### config.mk
export PLATFORM = sky130hd
export DESIGN_NAME = psinv_mulmod
export DESIGN_NICKNAME = d
export VERILOG_FILES = /design/src/hw/rtl/psinv_pkg.sv /design/src/hw/rtl/psinv_mulmod.sv
export SDC_FILE = /design/constraint.sdc
export NUM_CORES = 2
export LEC_CHECK = 0
export BUFFER_PORTS_ARGS = -buffer_cell sky130_fd_sc_hd__buf_2
export CAP_MARGIN = 20
export CORE_MARGIN = 5
export CORE_UTILIZATION = 60
export CTS_CLUSTER_DIAMETER = 200
export DETAILED_ROUTE_END_ITERATION = 6
export PLACE_DENSITY_LB_ADDON = 0.2
export SLEW_MARGIN = 10
export SYNTH_ARGS = -nofsm -noshare
export SYNTH_HDL_FRONTEND = slang
export SYNTH_SLANG_ARGS = --single-unit
### constraint.sdc
create_clock -name clk -period 7.99 [get_ports clk]
set_input_delay 0.799 -clock clk [delete_from_list [all_inputs] [get_ports clk]]
set_output_delay 0.799 -clock clk [all_outputs]
set_load 0.01 [all_outputs]
### src/hw/rtl/psinv_pkg.sv
// Shared constants, status codes and multiplier request type for the power series inverse.
package psinv_pkg;

  localparam int DW      = 30;
  localparam int IW      = 10;
  localparam int SW      = 2;
  localparam int PW      = 2 * DW;
  localparam int QW      = 31;
  localparam int RW      = 32;
  localparam int MM_LAT  = 5;
  localparam int PEND_W  = 3;
  localparam int EXP_TOP = DW - 1;

  localparam logic [DW-1:0] MOD    = 30'd998244353;
  localparam logic [RW-1:0] MOD_R  = 32'd998244353;
  localparam logic [RW-1:0] MOD2_R = 32'd1996488706;
  localparam logic [DW-1:0] EXP    = MOD - 30'd2;

  localparam logic [63:0]   MU_FULL = (64'd1 << 60) / 64'd998244353;
  localparam logic [QW-1:0] MU      = MU_FULL[QW-1:0];

  localparam logic [SW-1:0] STAT_OK   = 2'd0;
  localparam logic [SW-1:0] STAT_ZERO = 2'd1;
  localparam logic [SW-1:0] STAT_OVER = 2'd2;

  typedef struct packed {
    logic          valid;
    logic [DW-1:0] x;
    logic [DW-1:0] y;
  } mm_req_t;

endpackage

### src/hw/rtl/psinv_mulmod.sv
// Five-stage pipelined modular multiplier with Barrett reduction.
module psinv_mulmod (
  input  logic                   clk,
  input  logic                   rst,
  input  psinv_pkg::mm_req_t     req,
  output logic                   res_valid,
  output logic [psinv_pkg::DW-1:0] res
);
  import psinv_pkg::*;

  logic [MM_LAT-1:0] vld;
  logic [PW-1:0]     prod;
  logic [2*QW-1:0]   qt;
  logic [RW-1:0]     lo2;
  logic [RW-1:0]     lo3;
  logic [RW-1:0]     qm;
  logic [RW-1:0]     rem;

  always_ff @(posedge clk) begin
    if (rst) begin
      vld <= '0;
    end else begin
      vld <= {vld[MM_LAT-2:0], req.valid};
    end
  end

  always_ff @(posedge clk) begin
    prod <= PW'(req.x) * PW'(req.y);
    qt   <= (2*QW)'(prod[PW-1:DW-1]) * (2*QW)'(MU);
    lo2  <= prod[RW-1:0];
    qm   <= qt[2*QW-1:QW] * MOD_R;
    lo3  <= lo2;
    rem  <= lo3 - qm;
    if (rem >= MOD2_R) begin
      res <= DW'(rem - MOD2_R);
    end else if (rem >= MOD_R) begin
      res <= DW'(rem - MOD_R);
    end else begin
      res <= rem[DW-1:0];
    end
  end

  assign res_valid = vld[MM_LAT-1];

endmodule
After elaboration in Yosys (flattened, before gate mapping)

Cells that the tools add are included.

Multiplexer cells: 2
Add/sub/neg operators: 3
Magnitude comparators: 2
Multiply operators: 3

Operators with widths:

| cell                                                                                  | count |
|---|---|
| 31-bit by 31-bit multiplier with 62-bit output, second input constant                 | 1 |
| 30-bit by 30-bit multiplier with 60-bit output                                        | 1 |
| 30-bit two-way mux                                                                    | 2 |
| 30-bit subtractor, second input constant                                              | 2 |
| 32-bit by 30-bit greater-or-equal comparator with 1-bit output, second input constant | 1 |
| 32-bit by 31-bit greater-or-equal comparator with 1-bit output, second input constant | 1 |
| 31-bit by 30-bit multiplier with 32-bit output, second input constant                 | 1 |
| 32-bit subtractor                                                                     | 1 |

Input bits: 63
Output and inout bits: 31
Word-level logic and storage cells: 18
Register bits: 285

Longest topological paths before layout

Depth after elaboration: 3
Gate-level depth with buffers: 30
Mapped depth without buffers: 29

Least setup slack after synthesis

OpenSTA, ideal clock, no wires.

Kind: in2reg
From: input req[6] in the netlist's numbering
To: register prod[57]
Arrival: 7.631 ns
Buffers on the path: 2
Cell stages on the path: 27
Slack: 0.233 ns
Setup time: 0.127 ns
Path through: clkbuf_1 -> and2_1 -> fa_1 -> fa_1 -> inv_1 -> fa_1 -> fa_1 -> inv_1 -> fa_1 -> fa_1 -> fa_1 -> inv_1 -> fa_1 -> inv_1 -> ha_1 -> clkbuf_1 -> a21o_1 -> a21o_1 -> a211oi_1 -> o31a_1 -> a211oi_1 -> a21bo_2 -> a21oi_1 -> nand2_1 -> a221oi_1 -> o21ai_0 -> xor2_1

Longest elaborated chain between the ends: 1

RTL lines:

| element                                        | RTL line           | text |
|---|---|---|
| from (decl)                                    | psinv_mulmod.sv:5  | `input psinv_pkg::mm_req_t req,` |
| 30-bit by 30-bit multiplier with 60-bit output | psinv_mulmod.sv:28 | `prod <= PW'(req.x) * PW'(req.y);` |
| to (signal assigned)                           | psinv_mulmod.sv:28 |  |
| to (decl)                                      | psinv_mulmod.sv:12 | `logic [PW-1:0] prod;` |

Every way passes these cells.
A chain may end at the register's enable or synchronous reset.

Worst setup path in the final report

From: register prod[37]
To: register qt[45]

Longest elaborated chain between the ends: 1

RTL lines:

| element                                        | RTL line           | text |
|---|---|---|
| 31-bit by 31-bit multiplier with 62-bit output | psinv_mulmod.sv:29 | `qt <= (2*QW)'(prod[PW-1:DW-1]) * (2*QW)'(MU);` |
| to (signal assigned)                           | psinv_mulmod.sv:29 |  |
| to (decl)                                      | psinv_mulmod.sv:13 | `logic [2*QW-1:0] qt;` |

Every way passes these cells.

==> impl_metrics.tcl <==
set metrics [dict create \
    drive_gt1_share_pct 8.52 \
    drt_pass1_iterations 5 \
    synth_area_um2 51000 \
    synth.avg_cell_area_um2 9.62 \
    drc 0 \
    final_area_um2 55500 \
    worstPathArrival_ns 8.13 \
    yosys.area_share.simple_pct 12.4 \
    cts_max_path_buffers 3 \
    final-setup-viol-count 0 \
    cts_sinks 254 \
    synth_fa_ha_area_share_pct 58.7 \
    antenna_found_initial 2 \
    grt-busiest-layer "met2" \
    cts_tree "yes" \
    ioPinCount 94 \
    drv_slew 0 \
    worstSetupPathType "reg2reg" \
    nFillCells 6920 \
    crit_required_ns 8.44 \
    period_needed_ns 7.67 \
    ant_nets 0 \
    grt_pass1_vias 37900 \
    yosys_warnings 0 \
    use_met2_pct 44.8 \
    clkLatencyLatePin_ns 0.55 \
    ys_types 68 \
    worstPathMaxFanout 6 \
    die_area_um2 91000 \
    drt_wl_total_um 117000 \
    post_cts.repair.setup_buffers 0 \
    synth_top_area_share_pct 41.1 \
    wire_per_inst_um 17.5 \
    grtUsageMet3_pct 3.30 \
    row_count 107 \
    synth_nets 7130 \
    hp-class "reg2reg" \
    ys_top_cells_by_count "inv_1, fa_1, ha_1" \
    htree_levels 1 \
    portBuffers 93 \
    place_inst 6637 \
    core_area_um2 84700 \
    die_y_um 302 \
    hold_viol_final 0 \
    clk_pin_slew_ns 0.07 \
    layout.nets 7345 \
    muxShareOfSynthArea_pct 0.0392 \
    yosys-top-cells-area "fa_1, ha_1, dfxtp_1" \
    grt_pass1_wl_um 196000 \
    ys_seq_area_share_pct 9.97 \
    ys_ff_latch 254 \
    dpl_cell_area_um2 54500 \
    die_w_um 302 \
    overflow 0 \
    layout.cells.non_filler 6682 \
    rsz0062_at_grt "no" \
    cts_root_buffer "clkbuf_16" \
    synth.most_common_cell "inv_1" \
    via_per_inst 5.28 \
    finClkSkew_ns 0.0270 \
    async_flop_share_pct 0 \
    cts_hold_buf 0 \
    maxCapViolations 0 \
    numCtsBuffers 24 \
    tightest_slew_ns 0.913 \
    vias 35300 \
    syn_inst 5304 \
    netlist.top_cell.by_area "fa_1" \
    status "complete, no violations" \
    grt_max_degree 31 \
    first_iter_violations 2148 \
    gp_congestion 0.927 \
    synth_compound_area_share_pct 5.10 \
    synthFlopType "dfxtp_1" \
    slew_headroom_pct 38.9 \
    fmax_mhz 130 \
    dp_hpwl_um 104000 \
    synth_top_family_by_area "adder cells" \
    hold_ws_ns 0.311 \
    synth-xor-area-share_pct 2.73 \
    use_met1_pct 38.1 \
    crit_path_end_kind "register" \
    utilization_pct 65.5 \
    syn_to_final_growth_pct 8.74 \
    post-route-period-util_pct 96.1 \
    grt.total_usage_pct 26.7 \
    initial_core_util_pct 60.2 \
    synth_enable_flop_cells 0 \
    post_cts_resized 0 \
    start_kind "register" \
]
cell type report:
cell class	instances	area, um^2	area share [%]
timing repair buffer	392	2840	5.12
clock inverter	17	249	0.449
clock buffer	27	632	1.14
multi-input combinational	3545	40300	72.7
antenna	1	2.50	0.00451
tap	1144	1430	2.58
sequential	254	5090	9.18
inverter	1302	4890	8.81
routing by layer:
metal / part of all wire (%) / up-vias
met2: 48 / 929
met5: 0.011 / -
met4: 1.9 / 2
met3: 5.7 / 144
li1: - / 16300
met1: 45 / 17900
path summary, 6_finish.rpt:
check | cells past startpoint | startpoint | end | slack, ns
hold reg to reg | 0 | qt[40] | qm[9] | 0.31
hold / removal | 0 | qt[40] | qm[9] | 0.31
setup / recovery | 23 | prod[37] | qt[45] | 0.32
setup reg to reg | 23 | prod[37] | qt[45] | 0.32
placed cells by master, fill, tap and decap left out, drive strengths merged, types with 12 or more instances in the layout:
cell,Yosys,layout
and3,18,18
nor2b,22,22
nor3,27,27
a211oi,16,16
and2,521,521
dfxtp,254,254
nand3,23,23
xnor2,99,99
o21bai,20,20
inv,1302,1303
nand2b,12,12
a21oi,125,125
a31oi,17,17
clkbuf,198,30
xor2,60,60
o21ai,78,78
fa,1048,1048
or3,14,14
ha,715,715
nor2,74,74
a21o,72,72
o21a,18,18
nand4,19,19
buf,5,389
nand2,458,458
state kept, by name, summed over array words and instances, names as in the netlist:
| register | cells |
|---|---|
| res | 30 |
| lo3 | 32 |
| vld | 5 |
| lo2 | 32 |
| qt | 31 |
| rem | 32 |
| qm | 32 |
| prod | 60 |
per-stage QoR:
step,setup TNS (ns),worst slack (ns)
after floorplan,0,0.233
after detailed placement,-2.81,-0.368
after global placement,-1.50,-0.294
final,0,0.315
after global routing,0,0.00445
after CTS,0,0.185
kinds of logic (layout without fill, tap and decap cells):
family | count (synthesis) | count (layout)
buffers and inverters | 1505 | 1738
muxes | 2 | 2
other | 0 | 1
adders and majority gates | 1763 | 1763
xor gates and xnor gates | 159 | 159
DFF | 254 | 254
AOI/OAI and AO/OA | 408 | 408
and+or+nand+nor | 1213 | 1213
critical path: stages (launching register included):
cell	delay, ns
dfxtp_1	0.65
fa_1	0.50
ha_1	0.21
fa_1	0.53
inv_1	0.05
fa_1	0.53
inv_1	0.05
fa_1	0.47
fa_1	0.52
fa_1	0.44
fa_1	0.49
ha_1	0.33
and3_1	0.22
and4_1	0.25
and4_1	0.22
a221o_1	0.40
a21oi_1	0.24
buf_4	0.18
o21ai_0	0.12
a21o_1	0.24
a41oi_1	0.28
o21ai_0	0.16
a221oi_1	0.31
xnor2_1	0.18
Power is left out: the tool's default activity adds up to more than one toggle a clock period on the data nets, which glitch-free logic cannot reach.
